### config.mk
export PLATFORM = sky130hd
export DESIGN_NAME = key_debounce_press_release_longhold
export DESIGN_NICKNAME = d
export VERILOG_FILES = /design/src/design/kdb_pkg.sv /design/src/design/kdb_filter.sv /design/src/design/kdb_tracker.sv /design/src/design/key_debounce_press_release_longhold.sv
export SDC_FILE = /design/constraint.sdc
export NUM_CORES = 1
export LEC_CHECK = 0
export ABC_AREA = 1
export BUFFER_PORTS_ARGS = -buffer_cell sky130_fd_sc_hd__buf_2
export CAP_MARGIN = 20
export CORE_ASPECT_RATIO = 1.1
export CORE_UTILIZATION = 50
export CTS_CLUSTER_DIAMETER = 200
export DETAILED_ROUTE_END_ITERATION = 8
export PLACE_DENSITY = 0.76
export SYNTH_ARGS = -nofsm -noshare
export SYNTH_HDL_FRONTEND = slang
export SYNTH_SLANG_ARGS = --single-unit
### constraint.sdc
create_clock -name clk_i -period 2.7 [get_ports clk_i]
set_input_delay 0.405 -clock clk_i [delete_from_list [all_inputs] [get_ports clk_i]]
set_output_delay 0.405 -clock clk_i [all_outputs]
set_load 0.02 [all_outputs]
### src/design/kdb_pkg.sv
// Shared types and constants of the key debounce block.
// No dependencies; used by every module of the block.
package kdb_pkg;

  localparam logic [1:0] KEY_UP      = 2'd0;
  localparam logic [1:0] KEY_DOWN    = 2'd1;
  localparam logic [1:0] KEY_CONFIRM = 2'd2;
  localparam logic [1:0] NO_KEY      = 2'd3;

  localparam logic [2:0] ACT_NONE  = 3'd0;
  localparam logic [2:0] ACT_RESET = 3'd4;

  localparam logic [15:0] LONG_HOLD_RESET = 16'd50;

  typedef enum logic [1:0] {
    EV_NONE    = 2'd0,
    EV_PRESS   = 2'd1,
    EV_RELEASE = 2'd2,
    EV_LONG    = 2'd3
  } ev_kind_e;

  // Filtered sample handed from the debounce filter to the tracker.
  typedef struct packed {
    logic       stable;
    logic [1:0] code;
  } filt_t;

  typedef struct packed {
    ev_kind_e   kind;
    logic [1:0] key_id;
    logic [2:0] action;
    logic [1:0] held_key;
  } result_t;

endpackage

### src/design/kdb_filter.sv
// Pin encoder and sample history of the key debounce block.
// Depends on kdb_pkg.
module kdb_filter #(
  parameter int unsigned FILTER_DEPTH = 3
) (
  input  logic                 clk_i,
  input  logic                 rst_ni,
  input  logic                 step_i,
  input  logic [2:0]           pin_levels_i,
  output kdb_pkg::filt_t       filt_o
);
  import kdb_pkg::*;

  logic [1:0] hist_q [FILTER_DEPTH];
  logic [1:0] hist_d [FILTER_DEPTH];
  logic [1:0] code;
  logic       stable;

  // Lowest-numbered pressed pin wins; pins are active low.
  always_comb begin
    if (!pin_levels_i[0]) begin
      code = KEY_UP;
    end else if (!pin_levels_i[1]) begin
      code = KEY_DOWN;
    end else if (!pin_levels_i[2]) begin
      code = KEY_CONFIRM;
    end else begin
      code = NO_KEY;
    end
  end

  always_comb begin
    hist_d[0] = code;
    for (int i = 1; i < FILTER_DEPTH; i++) begin
      hist_d[i] = hist_q[i-1];
    end
    stable = 1'b1;
    for (int i = 1; i < FILTER_DEPTH; i++) begin
      if (hist_d[i] != code) stable = 1'b0;
    end
  end

  always_ff @(posedge clk_i or negedge rst_ni) begin
    if (!rst_ni) begin
      for (int i = 0; i < FILTER_DEPTH; i++) hist_q[i] <= NO_KEY;
    end else if (step_i) begin
      for (int i = 0; i < FILTER_DEPTH; i++) hist_q[i] <= hist_d[i];
    end
  end

  assign filt_o.stable = stable;
  assign filt_o.code   = code;

endmodule

### src/design/kdb_tracker.sv
// Press, release and long-hold tracking of the key debounce block.
// Depends on kdb_pkg.
module kdb_tracker (
  input  logic             clk_i,
  input  logic             rst_ni,
  input  logic             step_i,
  input  kdb_pkg::filt_t   filt_i,
  input  logic [15:0]      long_hold_ticks_i,
  output kdb_pkg::result_t result_o
);
  import kdb_pkg::*;

  logic [1:0]  last_q, last_d;
  logic [1:0]  committed_q, committed_d;
  logic [15:0] hold_q, hold_d;
  logic        long_seen_q, long_seen_d;
  logic [15:0] hold_inc;
  ev_kind_e    kind;
  logic [1:0]  key;
  logic [2:0]  action;

  assign hold_inc = hold_q + 16'd1;

  always_comb begin
    last_d      = last_q;
    committed_d = committed_q;
    hold_d      = hold_q;
    kind        = EV_NONE;
    key         = KEY_UP;
    if (filt_i.stable) begin
      if (filt_i.code == NO_KEY) begin
        if (committed_q == NO_KEY) begin
          last_d = NO_KEY;
          hold_d = '0;
        end else if (last_q != NO_KEY) begin
          last_d = NO_KEY;
        end else begin
          kind        = EV_RELEASE;
          key         = committed_q;
          committed_d = NO_KEY;
          hold_d      = '0;
        end
      end else if (committed_q == NO_KEY) begin
        if (filt_i.code == last_q) begin
          committed_d = filt_i.code;
          hold_d      = 16'd1;
          kind        = EV_PRESS;
          key         = filt_i.code;
        end else begin
          last_d = filt_i.code;
        end
      end else if (filt_i.code == last_q) begin
        if (committed_q == filt_i.code) begin
          hold_d = hold_inc;
          if (hold_inc == long_hold_ticks_i) begin
            kind = EV_LONG;
            key  = filt_i.code;
          end
        end else begin
          // A different key forces the release of the held one first.
          kind        = EV_RELEASE;
          key         = committed_q;
          hold_d      = '0;
          last_d      = NO_KEY;
          committed_d = NO_KEY;
        end
      end else begin
        last_d = filt_i.code;
      end
    end
  end

  // A release that follows a long hold carries no action.
  always_comb begin
    long_seen_d = long_seen_q;
    action      = ACT_NONE;
    case (kind)
      EV_RELEASE: begin
        if (!long_seen_q) begin
          action = {1'b0, key} + 3'd1;
        end else begin
          long_seen_d = 1'b0;
        end
      end
      EV_LONG: begin
        long_seen_d = 1'b1;
        action      = ACT_RESET;
      end
      default: begin
        action = ACT_NONE;
      end
    endcase
  end

  always_ff @(posedge clk_i or negedge rst_ni) begin
    if (!rst_ni) begin
      last_q      <= NO_KEY;
      committed_q <= NO_KEY;
      hold_q      <= '0;
      long_seen_q <= 1'b0;
    end else if (step_i) begin
      last_q      <= last_d;
      committed_q <= committed_d;
      hold_q      <= hold_d;
      long_seen_q <= long_seen_d;
    end
  end

  assign result_o.kind     = kind;
  assign result_o.key_id   = key;
  assign result_o.action   = action;
  assign result_o.held_key = committed_d;

endmodule

### src/design/key_debounce_press_release_longhold.sv
// Key debounce with press, release and long-hold events.
// Channels: pin_levels_i comes in on in_valid_i/in_ready_o, one scan tick per
// transfer; one result per tick leaves on out_valid_o/out_ready_i with
// event_kind_o, key_id_o, action_o and held_key_o.
// Configuration: cfg_valid_i/cfg_ready_o writes cfg_data_i into the long-hold
// count; cfg_ready_o is always high. Write it only while the block is idle.
// Latency: the result of a tick is presented in the cycle after its transfer.
// Throughput: one tick per clock unless stalled; the encoder, filter compare,
// the 16-bit hold increment and compare sit between state and result register.
// Stall: while a result waits, in_ready_o follows out_ready_i, so a new tick is
// taken in the same cycle the waiting result is taken; the result register
// holds its value until then.
// Reset: the sample history reads no key, no key is held, the hold count is
// zero and the long-hold count returns to 50 ticks.
// FILTER_DEPTH sets how many agreeing samples make a code stable (2 to 8).
module key_debounce_press_release_longhold #(
  parameter int unsigned FILTER_DEPTH = 3
) (
  input  logic        clk_i,
  input  logic        rst_ni,
  input  logic        in_valid_i,
  output logic        in_ready_o,
  input  logic [2:0]  pin_levels_i,
  output logic        out_valid_o,
  input  logic        out_ready_i,
  output logic [1:0]  event_kind_o,
  output logic [1:0]  key_id_o,
  output logic [2:0]  action_o,
  output logic [1:0]  held_key_o,
  input  logic        cfg_valid_i,
  output logic        cfg_ready_o,
  input  logic [15:0] cfg_data_i
);
  import kdb_pkg::*;

  logic        step;
  logic        out_valid_q;
  logic [15:0] long_hold_q;
  filt_t       filt;
  result_t     result;
  result_t     result_q;

  assign in_ready_o  = !out_valid_q || out_ready_i;
  assign step        = in_valid_i && in_ready_o;
  assign cfg_ready_o = 1'b1;

  always_ff @(posedge clk_i or negedge rst_ni) begin
    if (!rst_ni) begin
      long_hold_q <= LONG_HOLD_RESET;
    end else if (cfg_valid_i) begin
      long_hold_q <= cfg_data_i;
    end
  end

  kdb_filter #(
    .FILTER_DEPTH(FILTER_DEPTH)
  ) u_filter (
    .clk_i       (clk_i),
    .rst_ni      (rst_ni),
    .step_i      (step),
    .pin_levels_i(pin_levels_i),
    .filt_o      (filt)
  );

  kdb_tracker u_tracker (
    .clk_i            (clk_i),
    .rst_ni           (rst_ni),
    .step_i           (step),
    .filt_i           (filt),
    .long_hold_ticks_i(long_hold_q),
    .result_o         (result)
  );

  always_ff @(posedge clk_i or negedge rst_ni) begin
    if (!rst_ni) begin
      out_valid_q <= 1'b0;
    end else if (step) begin
      out_valid_q <= 1'b1;
    end else if (out_ready_i) begin
      out_valid_q <= 1'b0;
    end
  end

  always_ff @(posedge clk_i) begin
    if (step) begin
      result_q <= result;
    end
  end

  assign out_valid_o  = out_valid_q;
  assign event_kind_o = result_q.kind;
  assign key_id_o     = result_q.key_id;
  assign action_o     = result_q.action;
  assign held_key_o   = result_q.held_key;

endmodule

==> impl_results.md <==
* Hpwl dp at 5650 um
* LEAKAGE at 1.82 nW
* TritonCTS Sinks at 51
* Layout cell share with drive strength beyond 1 at 0.198
* Setup violators final at 0
* Area of the multi-input gates at between 0.0015 and 0.002 sq mm
* Wire per inst at 13.0 um
* Critical path type: reg -> reg
* First-pass GRT wire length at about 13000 um
* Worst hold path class: in -> async
* Required @ worst endpoint at 2770 ps
* Max Fclk at 384 MHz
* Remaining global-route overflow at 0
* PD cells at 822 mW/mm^2
* Syn_nets at 494
* Die span in y at slightly below 90 um
* Pre-Repair DR Iteration Count at 5
* Num rows at 30
* Fin. max-slew vios at 0
* Synth Register Bits at 51
* Worst slew margin at 0.349
* Slowest CP cell: dfrtp_2
* Largest stage delay, worst path at about 420 ps
* Clock network power share at 0.141
* Worst VDD drop at 0.000365 V
* Ports at 36
* GRT Total Usage at 0.238
* Drt first-iter violations at 148
* Final min period at approximately 2600 ps
* Placed cell areas at 0.00353 sq mm
* Gate power share at 0.453
* Vias in the first global route at 3008
* Post-Route M1 WL at about 3400 um
* WL met2 at 3770 um
* Worst-margin pin slew at 976 ps
* Routed WL at 7640 um
* Clk root buf: clkbuf_8
* Synthesized area at ~0.0033 sq mm
* Reg clk slew, reported paths at approximately 90 ps
* WP data arrival at between 2000 and 3000 ps
* Max-cap viol count at 0
* Cell Chain, Critical Path: ha_4 -> nand2_4 -> nor2_4 -> nand2_2 -> nand2_2 -> nand2_2 -> nand2_1 -> nand2_1 -> a21oi_1 -> nand2_1 -> nor2_1 -> nand3_1 -> nand3_1 -> nand2_1 -> a21oi_2 -> ha_1 -> inv_1 -> nor2_1
* Most frequent cells in the layout: nand2_1, inv_1, nand3_1
* CTS tree: yes
* Clk_lat worst skew at 300 ps
* Total CTS buffers at 5
* Syn avg cell area at 6.96 sq um
* Largest net degree at the start of global routing at 43
* Core area at between 0.006 and 0.007 sq mm
* Final Wtd Congestion at 0.912
* Internal power at 1.70 mW
* CP startpoint kind: flop
* Cells after Synth at 468
* Flop pwr share at 0.407
* Clk buf depth at 2
* Final Hold Fails at 0
* Antenna cells at 0
* Ys Warns at 0
* Switching share of power at 0.445
* CP dominant cell by count: nand2_1
* Period Utilization, post-route at 0.964
* Nets at 534
* Initial antenna violation count at 0
* Status: completed
* Net Sw Power at 1.36 mW
* Via Count at 3131
* CTS HTree Levels at 2
* Yosys cell types at 36
* Sequential cell area at 0.00134 sq mm
* Top sig layer: met4
* CP endpoint kind: flop
* Die area at ~0.007 sq mm
* Post-DRT Antenna Nets at 0
* DRC violations left at 0
* Met3 WL at 338 um
* Most common cell after layout, fill and taps aside: nand2_1
* Die Span X at 79.0 um
* Layout Utilization at 0.596
* Final instance area at 0.00371 sq mm
* Fillers at 562
* Crit Path Max Fanout at 8
* Area growth from synthesis to layout at 13.9%
* Hold buffers post-CTS at 0
* Final Skew at 7.10 ps
* Starting density of the core at 0.523
* Post-synthesis sequential area ratio at 0.410
* RSZ-0062 raised after global routing: yes
* Port buffer count at 34
* Vias per cell at 5.32
[worst max-delay path, delay by kind of cell, from the launching register on]
| family | cells | cell delay (ps) |
|---|---|---|
| AND/OR/NAND/NOR | 13 | 1160 |
| adder cells (fa/ha/maj) | 2 | 440 |
| flip-flops | 1 | 420 |
| buffers and inverters | 1 | 60 |
| AO/OA/AOI/OAI | 2 | 300 |
[power groups by stage]
stage	clock [mW]	combinational (mW)	sequential (mW)
6_report	0.430	1.38	1.24
4_1_cts	0.438	1.29	1.22
3_5_place_dp	0	1.28	1.23
5_1_grt	0.464	1.58	1.27
2_1_floorplan	0	0.987	1.19
3_3_place_gp	0	1.24	1.22
[flip-flops by register name (all words and copies together), names as in the netlist]
| signal | count |
|---|---|
| u_tracker.committed_q | 2 |
| u_tracker.last_q | 2 |
| action_o | 3 |
| event_kind_o | 2 |
| u_tracker.hold_q | 16 |
| held_key_o | 2 |
| u_filter.hist_d | 4 |
| out_valid_o | 1 |
| key_id_o | 2 |
| long_hold_q | 16 |
| u_tracker.long_seen_q | 1 |
[synth_stat cells]
library cell  number  area share
nand2_1          140        0.16
inv_1             66       0.076
nand3_1           56       0.086
o21ai_0           42       0.064
nor2_1            38       0.044
dfrtp_1           31        0.24
nand4_1           15       0.029
dfstp_2           11       0.089
edfxtp_1           9       0.083
nand2_2            7       0.013
a21oi_1            6      0.0092
clkbuf_1           4      0.0046
nor2_4             4       0.014
a211oi_1           3      0.0069
buf_2              3      0.0046
buf_4              3      0.0069
nor2_2             3      0.0058
nor3_1             3      0.0046
o21ai_1            3      0.0046
ha_1               2      0.0077
inv_2              2      0.0023
o211ai_1           2      0.0046
o21a_1             2      0.0046
a21boi_1           1      0.0023
a21boi_2           1      0.0035
clkinv_1           1      0.0012
conb_1             1      0.0012
mux2_2             1      0.0035
nand3_2            1      0.0031
nor3b_1            1      0.0023
o2111ai_1          1      0.0027
o22a_2             1      0.0031
o22ai_1            1      0.0019
or2_2              1      0.0019
xor2_1             1      0.0027
xor3_1             1      0.0073
[logic make-up (layout without fill, tap and decap cells)]
logic type,Yosys count,count (layout),synth area share
AOI/OAI and AO/OA,63,63,0.108
DFF,51,51,0.410
other,1,1,0.00115
buffers and inverters,79,120,0.0956
and+or+nand+nor,269,269,0.365
muxes,1,1,0.00345
adders and majority gates,2,2,0.00768
xor gates and xnor gates,2,2,0.00998
[final cells by class]
| cell class | instances | share of cell area |
|---|---|---|
| clock inverters | 1 | 0.00135 |
| multi-input cells | 338 | 0.453 |
| flip-flops and latches | 51 | 0.361 |
| well taps | 80 | 0.0270 |
| repair buffers | 43 | 0.0674 |
| inverters | 69 | 0.0697 |
| clock buffers | 7 | 0.0206 |
[routing by layer]
| metal | vias up | GRT usage |
|---|---|---|
| met5 | - | 0 |
| met4 | 0 | 0.106 |
| met3 | 14 | 0.0337 |
| met2 | 87 | 0.412 |
| met1 | 1437 | 0.294 |
| li1 | 1593 | - |
[final timing paths]
| path | from | end | slack (ps) | cells after the start |
|---|---|---|---|---|
| max | u_tracker.hold_q[0] | action_o[1] | 100 | 18 |
| max in group asynchronous | rst_ni | u_tracker.hold_q[0] | 1770 | 1 |
| max reg2reg | u_tracker.hold_q[0] | action_o[1] | 100 | 18 |
| min | rst_ni | long_hold_q[14] | 260 | 1 |
| min reg2reg | u_filter.hist_d[0] | u_filter.hist_d[0] | 490 | 2 |
| min in group clk_i | cfg_data_i[0] | long_hold_q[0] | 300 | 3 |
[what timing repair did]
| item | 4_1_cts | 5_1_grt |
|---|---|---|
| hold endpoints to repair | 0 | 0 |
| setup buffers | 0 | 4 |
| resized for setup | 0 | 23 |
| endpoints found under the setup margin | 0 | 2 |
[per-stage QoR]
step	instances	power [mW]	TNS (ps)	setup slack, ps	hold slack (ps)
floorplan	468	2.18	0	328	109
global placement	577	2.47	0	161	462
detailed placement	577	2.51	0	60.5	475
CTS	585	2.94	0	46.5	279
global route	589	3.32	-110	-56.9	324
finish	589	3.05	0	97.3	256
(Power assumes the default switching activity.)
